--- src/dlpm_fifo.sv ---
// Small synchronous FIFO in flip-flops with an occupancy count.
module dlpm_fifo #(
    parameter int WIDTH = 8,
    parameter int DEPTH = 4
) (
    input  logic                     i_clk,
    input  logic                     i_rst_n,
    input  logic                     i_push,
    input  logic [WIDTH-1:0]         i_data,
    output logic                     o_full,
    input  logic                     i_pop,
    output logic [WIDTH-1:0]         o_data,
    output logic                     o_empty,
    output logic [$clog2(DEPTH):0]   o_count
);
    localparam int PW = $clog2(DEPTH);

    logic [WIDTH-1:0] r_mem [DEPTH];
    logic [PW:0]      r_wr;
    logic [PW:0]      r_rd;

    assign o_count = r_wr - r_rd;
    assign o_full  = (o_count == (PW+1)'(DEPTH));
    assign o_empty = (r_wr == r_rd);
    assign o_data  = r_mem[r_rd[PW-1:0]];

    always_ff @(posedge i_clk) begin
        if (!i_rst_n) begin
            r_wr <= '0;
            r_rd <= '0;
        end else begin
            if (i_push) begin
                r_wr <= r_wr + (PW+1)'(1);
            end
            if (i_pop) begin
                r_rd <= r_rd + (PW+1)'(1);
            end
        end
    end

    always_ff @(posedge i_clk) begin
        if (i_push) begin
            r_mem[r_wr[PW-1:0]] <= i_data;
        end
    end
endmodule

--- config.mk ---
export PLATFORM = sky130hd
export DESIGN_NAME = dlpm_fifo
export DESIGN_NICKNAME = d
export VERILOG_FILES = /design/src/dlpm_fifo.sv
export SDC_FILE = /design/constraint.sdc
export NUM_CORES = 1
export LEC_CHECK = 0
export BUFFER_PORTS_ARGS = -buffer_cell sky130_fd_sc_hd__buf_4
export CAP_MARGIN = 25
export CORE_MARGIN = 10
export CORE_UTILIZATION = 49
export DETAILED_ROUTE_END_ITERATION = 6
export HOLD_SLACK_MARGIN = 0.02
export PLACE_DENSITY = 0.74
export SYNTH_ARGS = -nofsm -noshare
export SYNTH_HDL_FRONTEND = slang
export SYNTH_SLANG_ARGS = --single-unit
--- constraint.sdc ---
create_clock -name i_clk -period 1.5 [get_ports i_clk]
set_input_delay 0 -clock i_clk [delete_from_list [all_inputs] [get_ports i_clk]]
set_output_delay 0 -clock i_clk [all_outputs]
set_load 0.02 [all_outputs]
==> run_results.csv, run 1 <==
group,metric,value,unit
run_status,status,"complete, but fails checks",
run_status,violations,"negative setup slack",
die,core,0.003128,sq mm
route,drt-initial-drc-count,71,
timing,whs,0.4027,ns
yosys,synth_top_family_by_area,"multiplexers",
yosys,synth_fp_nets,110,
timing,finClkSkew,0.005904,ns
placement,post-place-ws,-0.2241,ns
setup_path,cp-end-kind,"output port",
clocking,cts_sinks,40,
pwr,power.leakage,0.8610,nW
route,dr.pass1.iters,4,
timing,setup_viol,3,
die,row_count,20,
yosys,synth_seq_cells,40,
grt,grt_max_degree,13,
yosys,netlist_top_cells_area,"edfxtp_1, mux4_2, dfxtp_1, ha_1, mux2i_1",
die,dieArea,0.006031,sq mm
clocking,numCtsBuffers,5,
setup_path,critPathSlowestCell,"fa_2",
setup_path,cpPeakStageDelay,0.44,ns
route,wl_per_cell,15.86,microns
grt,grt_pass1_wl,5126,microns
hold_path,min_path_type,"in -> reg",
timing,final_max_slew_viol_count,0,
yosys,synth_top_area_share,58.99,%
grt,antenna_found_initial,0,
setup_path,crit_path_frequent_cell,"inv_2",
route,via_per_inst,4.767,
setup_path,path_class,"reg -> out",
clocking,cts-root-buf,"clkbuf_4",
grt,grt_pass1_vias,990,
finish,drive_gt1_share,46.21,%
route,drc,0,
setup_path,crit_family,"adder cells",
die,dieWidth,77.66,microns
yosys,yosysUniqueCellTypes,19,
finish,syn_to_final_growth,39.17,%
yosys,synthMuxAreaShare,12.90,%
yosys,synth_xor_area_share,2.151,%
clocking,clockBufferDepth,2,
clocking,cts_tree,"yes",
yosys,syn_inst,90,
route,totalWireLength,2997,microns
timing,setup_tns,-0.7675,ns
die,start_util,52.08,%
route,ant_nets,0,
placement,io_buffer_count,24,
yosys,synth-simple-area-share,4.992,%
die,die_h,77.66,microns
clocking,clk_pin_slew,0.11,ns
route,num_vias,901,
placement,gp_congestion,0.7392,
pwr,power_density,1130,mW/mm^2
setup_path,path_cells,"inv_2, ha_4, inv_2, fa_2, or3b_4, mux2i_4, buf_6",
grt,overflow,0,
pwr,max-vdd-ir-drop,912.3,uV
yosys,ys_seq_area_share,68.82,%
setup_path,path_max_fanout,2,
yosys,synthesis.area,0.001629,sq mm
grt,grt_use_total,10.83,%
finish,antenna-diode-count,0,
timing,finalHoldViolCount,0,
yosys,ys.warnings.count,0,
timing,rsz0062_at_grt,"yes",
finish,final_util,72.48,%
timing,period_minus_slack,2.034,ns
clocking,h-tree-depth,2,
setup_path,cp.required,1.50,ns
yosys,synth_area_leader_cell,"edfxtp_1",
setup_path,path_buf_inv,3,
timing,post-route-period-util,135.6,%
yosys,syn_avg_cell_area,18.10,sq um
finish,stdcell_area,0.002267,sq mm
setup_path,cp-start-kind,"register",
yosys,synthAdderAreaFrac,6.605,%
placement,place_area,0.002004,sq mm
finish,final_cell_mix,"edfxtp_1, buf_4, dlygate4sd3_1",
timing,fmax,491.6,MHz
finish,layout_commonest_cell,"edfxtp_1",
die,ios,25,
timing,slew_headroom,78.31,%
finish,fill_cells,209,
clocking,clk_latency,0.34,ns
placement,post-dp-hpwl,2135,microns
finish,final_nets,164,
clocking,post_cts_buffers,0,
timing,setup_ws,-0.5341,ns
setup_path,worstPathArrival,2.03,ns
timing,tightest_slew,0.3237,ns
flow_run,max-cap-violations,0,
yosys,synth-compound-area-share,1.843,%
-- power by group --
group | switching (mW) | internal (mW)
Clock | 0.332 | 0.350
Combinational | 0.264 | 0.329
Sequential | 0.0280 | 1.26
-- per-layer routing --
metal | wire length, microns | part of all wire, % | GRT usage [%] | vias to the layer above
met1 | 1174 | 39 | 11.38 | 426
met4 | 43 | 1.4 | 3.832 | 0
met2 | 1603 | 53 | 19.07 | 23
met3 | 175 | 5.8 | 4.378 | 5
li1 | - | - | - | 447
met5 | 0 | 0 | 0 | -
-- what timing repair did --
| item | CTS | global route |
|---|---|---|
| setup endpoints to repair | 12 | 12 |
| endpoints found under the hold margin | 40 | 0 |
| pin swaps | 2 | 0 |
| gates resized for setup | 15 | 4 |
| hold buffers | 12 | 0 |
-- cells in the mapped netlist (all sizes together) --
cell,instances
a21oi,2
buf,2
nor2,5
xnor2,3
and3,1
and2,4
or3b,1
clkbuf,1
inv,6
dfxtp,8
nand3b,3
fa,1
mux4,8
a21bo,2
edfxtp,32
mux2i,3
ha,7
xor2,1
-- area by class of cell --
cell class	instances	area [sq um]	share of cell area (%)
inverters	6	22.52	0.9934
multi-input cells	41	501.7	22.13
well taps	44	55.05	2.428
clock inverters	2	35.03	1.545
repair buffers	50	484.2	21.36
clock buffers	6	41.29	1.821
flip-flops and latches	40	1127	49.72
-- final timing paths --
kind,from,endpoint,cells after the start,slack [ns]
min,i_data[0],r_mem[2][0],2,0.40
max,r_wr[0],o_full,7,-0.53
max reg2reg,r_rd[0],register,4,0.11
min reg2reg,r_rd[2],r_rd[2],2,0.63
-- registers in the layout, summed over array words and instances (netlist names), named ones only --
register  flops
r_wr          3
r_mem        32
r_rd          3
-- per-stage QoR --
| step | total power, mW | cells |
|---|---|---|
| floorplan | 1.599 | 90 |
| global placement | 1.812 | 169 |
| detailed placement | 1.833 | 169 |
| CTS | 2.576 | 189 |
| global route | 2.699 | 189 |
| finish | 2.561 | 189 |
-- cell families after synthesis --
family,count (synthesis)
buffers and inverters,9
AOI/OAI and AO/OA,4
muxes,11
and+or+nand+nor,14
xor gates and xnor gates,4
DFF,40
adders and majority gates,8
Note: power is estimated with default switching activity, not from simulation.
==> run 2: changes to the inputs <==
==> config.mk (replaced) <==
export PLATFORM = sky130hd
export DESIGN_NAME = dlpm_fifo
export DESIGN_NICKNAME = d
export VERILOG_FILES = /design/src/dlpm_fifo.sv
export SDC_FILE = /design/constraint.sdc
export NUM_CORES = 1
export LEC_CHECK = 0
export BUFFER_PORTS_ARGS = -buffer_cell sky130_fd_sc_hd__buf_2
export CAP_MARGIN = 25
export CORE_MARGIN = 10
export CORE_UTILIZATION = 32
export DETAILED_ROUTE_END_ITERATION = 6
export HOLD_SLACK_MARGIN = 0.02
export PLACE_DENSITY = 0.53
export SYNTH_ARGS = -nofsm -noshare
export SYNTH_HDL_FRONTEND = slang
export SYNTH_SLANG_ARGS = --single-unit
==> run 2 against run 1 <==
The flow still finishes with violations (negative setup slack). Count of clock-buffer cells in the layout did not move. Fmax rose by 3.7%. Core utilization fell by 26 points. Critical path depth did not move. Worst hold slack got worse by 0.37 ns. Sequential cell count did not move. Cell count rose by 12%. Die area rose by 38%. Critical endpoint unchanged.
==> run_results.csv, run 2 (synthesis gave the netlist of run 1 again) <==
group,metric,value,unit
run_status,status,"complete, but fails checks",
run_status,violations,"negative setup slack",
route,totalWireLength,2939,microns
route,via_per_inst,4.274,
finish,instances_no_fill,212,
setup_path,worstPathArrival,1.96,ns
clocking,cts_tree,"yes",
finish,layout_commonest_cell,"edfxtp_1",
setup_path,cp.required,1.50,ns
clocking,clockBufferDepth,2,
grt,overflow,0,
grt,grt_use_total,7.690,%
route,drc,0,
pwr,power.leakage,0.8360,nW
pwr,finalPower,2.514,mW
timing,setup_viol,3,
finish,syn_to_final_growth,36.48,%
finish,antenna-diode-count,0,
pwr,max-vdd-ir-drop,471.8,uV
finish,final_nets,164,
timing,tightest_slew,0.4250,ns
clocking,clk_latency,0.29,ns
timing,slew_headroom,71.63,%
timing,finClkSkew,0.008091,ns
grt,grt_max_degree,14,
pwr,pwr-share-clk,27.1,%
finish,final_cell_mix,"edfxtp_1, buf_2, buf_4",
clocking,cts-root-buf,"clkbuf_8",
pwr,switching_power,0.6418,mW
finish,seq_area,0.001125,sq mm
timing,final_max_slew_viol_count,0,
placement,gp_congestion,0.7080,
pwr,swShare,25.53,%
route,dr.pass1.iters,2,
finish,stdcell_area,0.002223,sq mm
timing,rsz0062_at_grt,"yes",
grt,antenna_found_initial,0,
die,dieArea,0.008345,sq mm
placement,post-dp-hpwl,2188,microns
flow_run,max-cap-violations,0,
die,core,0.004817,sq mm
timing,post-route-period-util,130.8,%
timing,period_minus_slack,1.962,ns
pwr,power_frac_seq,51.1,%
die,ios,25,
timing,setup_ws,-0.4617,ns
die,die_h,91.35,microns
finish,multi_input_area,494.2,sq um
pwr,comb_power_share,21.8,%
timing,finalHoldViolCount,0,
hold_path,min_path_type,"in -> reg",
finish,drive_gt1_share,46.21,%
route,wl_per_cell,13.86,microns
setup_path,cp-end-kind,"output port",
finish,final_util,46.16,%
clocking,numCtsBuffers,5,
clocking,clk_pin_slew,0.07,ns
placement,io_buffer_count,24,
die,dieWidth,91.35,microns
timing,setup_tns,-0.6431,ns
setup_path,path_class,"reg -> out",
route,num_vias,906,
clocking,cts_sinks,40,
route,ant_nets,0,
setup_path,path_max_fanout,2,
die,row_count,25,
clocking,h-tree-depth,2,
placement,placedCellCount,194,
timing,fmax,509.8,MHz
grt,grt_pass1_vias,1036,
pwr,intPower,1.872,mW
route,drt-initial-drc-count,58,
finish,fill_cells,447,
pwr,power_density,1131,mW/mm^2
finish,largest_reg_flops,32,
setup_path,cp-start-kind,"register",
die,start_util,33.82,%
placement,place_area,0.001988,sq mm
grt,grt_pass1_wl,4933,microns
## run 2: cell types whose count changed in the layout (fill, tap and decap cells not counted), sizes merged
cell and delta:
clkinvlp +1, bufinv -1, dlygate4sd3 -3, buf +3
## run 2: power by group through the flow
stage / clock network, mW / logic, mW / registers, mW
after floorplan: 0 / 0.298 / 1.30
after global placement: 0 / 0.473 / 1.31
after detailed placement: 0 / 0.487 / 1.31
after CTS: 0.706 / 0.519 / 1.28
after global routing: 0.761 / 0.600 / 1.29
final: 0.680 / 0.548 / 1.29
## run 2: final timing paths
kind,to,cells after the start,slack (ns),from
worst max-delay path,o_full,7,-0.46,r_wr[0]
worst min-delay path,r_wr[0],3,0.03,i_rst_n
worst max register to register,r_mem[2][7],6,0.13,r_wr[0]
worst min register to register,r_wr[2],2,0.58,r_wr[2]
## run 2: what timing repair did
item | 4_1_cts | 5_1_grt
endpoints found under the hold margin | 33 | 0
buffers inserted | 0 | 1
pin swaps | 2 | 0
endpoints found under the setup margin | 11 | 11
hold buffers | 9 | 0
resized for setup | 4 | 13
## run 2: layer usage
| layer | vias up | wire [microns] | GRT usage [%] |
|---|---|---|---|
| met3 | 6 | 169 | 4.280 |
| met2 | 21 | 1424 | 12.35 |
| li1 | 448 | - | - |
| met4 | 0 | 44 | 2.742 |
| met5 | - | 0 | 0 |
| met1 | 431 | 1301 | 8.382 |
## run 2: cell type report
| type | count | area share, % |
|---|---|---|
| sequential | 40 | 50.59 |
| multi-input combinational | 41 | 22.23 |
| timing repair buffer | 50 | 18.57 |
| tap | 67 | 3.770 |
| clock buffer | 6 | 3.264 |
| inverter | 6 | 1.013 |
| clock inverter | 2 | 0.5627 |
## run 2: worst max-delay path, stage by stage, from the launching register on
cell and delay (ns):
dfxtp_2 0.33, inv_2 0.05, ha_4 0.15, inv_2 0.04
fa_2 0.43, or3b_4 0.39, mux2i_4 0.15, buf_6 0.14
## run 2: per-stage QoR
step / worst slack (ns) / hold WS (ns)
6_report: -0.4617 / 0.03055
5_1_grt: -0.5398 / 0.04750
4_1_cts: -0.4883 / 0.02906
3_5_place_dp: -0.2337 / 0.2178
3_3_place_gp: -0.1999 / 0.2103
2_1_floorplan: -0.2286 / 0.09887
==> run 3: changes to the inputs <==
--- a/config.mk
+++ b/config.mk
@@ -5,6 +5,7 @@
 export SDC_FILE = /design/constraint.sdc
 export NUM_CORES = 1
 export LEC_CHECK = 0
+export ABC_AREA = 1
 export BUFFER_PORTS_ARGS = -buffer_cell sky130_fd_sc_hd__buf_2
 export CAP_MARGIN = 25
 export CORE_MARGIN = 10
@@ -12,6 +13,7 @@
 export DETAILED_ROUTE_END_ITERATION = 6
 export HOLD_SLACK_MARGIN = 0.02
 export PLACE_DENSITY = 0.53
+export REMOVE_ABC_BUFFERS = 1
 export SYNTH_ARGS = -nofsm -noshare
 export SYNTH_HDL_FRONTEND = slang
 export SYNTH_SLANG_ARGS = --single-unit
==> run 3 against run 2 <==
The run still ends with negative setup slack left. Die area up 5.4%. Core utilization down 3.2 points. Sequential share of layout area decreased by 0.37 points. Sequential power hardly changed. Global-route usage grew 0.25 points. Cell count increased by 29%. Register-to-register slack better by 0.03 ns. Clock skew down 0.0036 ns. Critical endpoint unchanged.
==> run_results.csv, run 3 <==
group,metric,value,unit
run_status,status,"complete, but fails checks",
run_status,violations,"negative setup slack",
yosys,netlist_top_cells_area,"edfxtp_1, dfxtp_1, inv_1, nand2_1, ha_1",
finish,antenna-diode-count,0,
pwr,max-vdd-ir-drop,549.3,uV
die,dieWidth,93.80,microns
hold_path,min_to,"r_rd[2]",
timing,setup_ws,-0.2781,ns
setup_path,rr_worst_depth,6,
hold_path,whs_path_depth,3,
timing,tightest_slew,0.2997,ns
grt,grt_pass1_vias,1189,
timing,whs,0.05501,ns
yosys,ys.warnings.count,0,
route,dr.pass1.iters,3,
die,start_util,33.49,%
yosys,ys_seq_area_share,64.32,%
finish,fill_cells,547,
grt,antenna_found_initial,0,
yosys,synth_area_leader_cell,"edfxtp_1",
setup_path,path_class,"reg -> out",
route,totalWireLength,3281,microns
yosys,synth-simple-area-share,8.902,%
clocking,cts-root-buf,"clkbuf_8",
yosys,synth.most_common_cell,"edfxtp_1",
clocking,numCtsBuffers,5,
yosys,synthMuxAreaShare,0,%
setup_path,cp.required,1.50,ns
route,num_vias,1143,
finish,drive_gt1_share,26.60,%
finish,instances_no_fill,273,
yosys,synth_xor_area_share,1.005,%
pwr,finalPower,2.452,mW
route,wl_per_cell,12.02,microns
timing,setup_tns,-0.4111,ns
hold_path,min-delay-start,"i_pop",
finish,stdcell_area,0.002237,sq mm
yosys,synthAdderAreaFrac,6.174,%
clocking,clk_pin_slew,0.07,ns
timing,finClkSkew,0.004537,ns
setup_path,path_max_fanout,2,
timing,rsz0062_at_grt,"yes",
setup_path,cp-end-kind,"output port",
clocking,cts_sinks,40,
hold_path,min_path_type,"in -> reg",
route,via_per_inst,4.187,
timing,post-route-period-util,118.5,%
clocking,clockBufferDepth,2,
die,core,0.005205,sq mm
timing,finalHoldViolCount,0,
die,row_count,26,
grt,grt_max_degree,33,
setup_path,worstPathArrival,1.78,ns
yosys,yosysUniqueCellTypes,20,
yosys,ys_top_cells_by_count,"edfxtp_1, inv_1, nand2_1",
grt,overflow,0,
placement,place_area,0.002008,sq mm
setup_path,r2r_start,"r_wr[0]",
finish,final_nets,222,
yosys,synthArstFlopShare,0,%
placement,placedCellCount,254,
yosys,syn_avg_cell_area,11.32,sq um
placement,post-dp-hpwl,2292,microns
setup_path,r2r_slack,0.16,ns
route,drc,0,
clocking,h-tree-depth,2,
timing,final_max_slew_viol_count,0,
yosys,synth-compound-area-share,10.27,%
flow_run,max-cap-violations,0,
yosys,synth_edf_count,32,
finish,largest_reg_flops,32,
die,ios,25,
setup_path,regToRegEndpoint,"r_mem[3][2]",
pwr,power.leakage,0.9465,nW
route,ant_nets,0,
yosys,synth_top_area_share,55.13,%
route,drt-initial-drc-count,36,
yosys,syn_inst,154,
setup_path,cp-start-kind,"register",
finish,layout_commonest_cell,"edfxtp_1",
grt,grt_use_total,7.937,%
clocking,clk_latency,0.28,ns
finish,multi_input_area,480.5,sq um
timing,fmax,562.4,MHz
timing,setup_viol,3,
yosys,synthesis.area,0.001743,sq mm
placement,gp_congestion,0.7267,
yosys,ys.flop_type,"edfxtp_1",
die,die_h,93.80,microns
timing,period_minus_slack,1.778,ns
timing,slew_headroom,80.02,%
clocking,cts_tree,"yes",
finish,syn_to_final_growth,28.36,%
pwr,power_density,1096,mW/mm^2
placement,io_buffer_count,24,
grt,grt_pass1_wl,5568,microns
yosys,synth_top_family_by_area,"compound AO/OA/AOI/OAI gates",
finish,seq_area,0.001124,sq mm
finish,final_cell_mix,"edfxtp_1, nand2_1, inv_1",
yosys,synth_seq_cells,40,
die,dieArea,0.008798,sq mm
==> run 3: cell types whose count changed after synthesis, sizes merged, moves of 8 or more <==
| cell | previous run | this run |
|---|---|---|
| inv | 6 | 28 |
| a21oi | 2 | 14 |
| o211ai | 0 | 8 |
| o21ai | 0 | 9 |
| mux4 | 8 | 0 |
| nand2 | 0 | 27 |
==> run 3: worst max-delay path by stage <==
stage                  from     end  slack, ns
finish              r_wr[0]  o_full      -0.28
global route        r_wr[0]  o_full      -0.33
CTS                 r_wr[0]  o_full      -0.28
detailed placement  r_wr[0]  o_full      -0.12
global placement    r_wr[0]  o_full      -0.11
floorplan           r_wr[0]  o_full      -0.37
==> run 3: final cells by class <==
cell class              count  share of cell area, %
clock inverters             1                 0.2237
flip-flops and latches     40                  50.22
multi-input cells          80                  21.48
clock buffers               7                  3.412
repair buffers             47                  16.05
well taps                  70                  3.915
inverters                  28                  4.698
==> run 3: timing repair <==
action / 4_1_cts / 5_1_grt
pin swaps: 4 / 2
hold buffers: 9 / 0
resized for setup: 12 / 3
hold endpoints to repair: 34 / 0
setup buffers: 0 / 2
endpoints found under the setup margin: 3 / 3
==> run 3: logic make-up (layout without fill, tap and decap cells) <==
kind of cell / after synthesis / after routing
xor gates and xnor gates: 2 / 2
DFF: 40 / 40
adders and majority gates: 8 / 8
and+or+nand+nor: 39 / 39
AOI/OAI and AO/OA: 31 / 31
buffers and inverters: 34 / 83
==> run 3: worst max-delay path: stages (launching register included) <==
cell	delay, ns
dfxtp_2	0.33
inv_2	0.05
ha_4	0.15
inv_2	0.05
fa_2	0.44
or2_4	0.24
a21oi_2	0.12
buf_6	0.13
==> run 3: through the flow <==
stage | setup slack (ns) | util [%]
after floorplan | -0.3717 | -
after global placement | -0.1073 | 38.58
after detailed placement | -0.1214 | 38.58
after CTS | -0.2786 | 42.50
after global routing | -0.3299 | 42.98
final | -0.2781 | 42.98
==> run 3: per-layer routing <==
metal,vias up,part of all wire (%),global-route usage (%),wire [microns]
li1,601,-,-,-
met1,515,46,9.796,1522
met2,22,47,12.44,1547
met3,5,5.4,2.958,176
met4,0,1.0,2.658,34
met5,-,0,0,0
==> run 3: where the power goes <==
group / switching [mW] / internal (mW)
registers: 0.0172 / 1.26
clock network: 0.333 / 0.326
logic: 0.296 / 0.225
total: 0.645 / 1.81
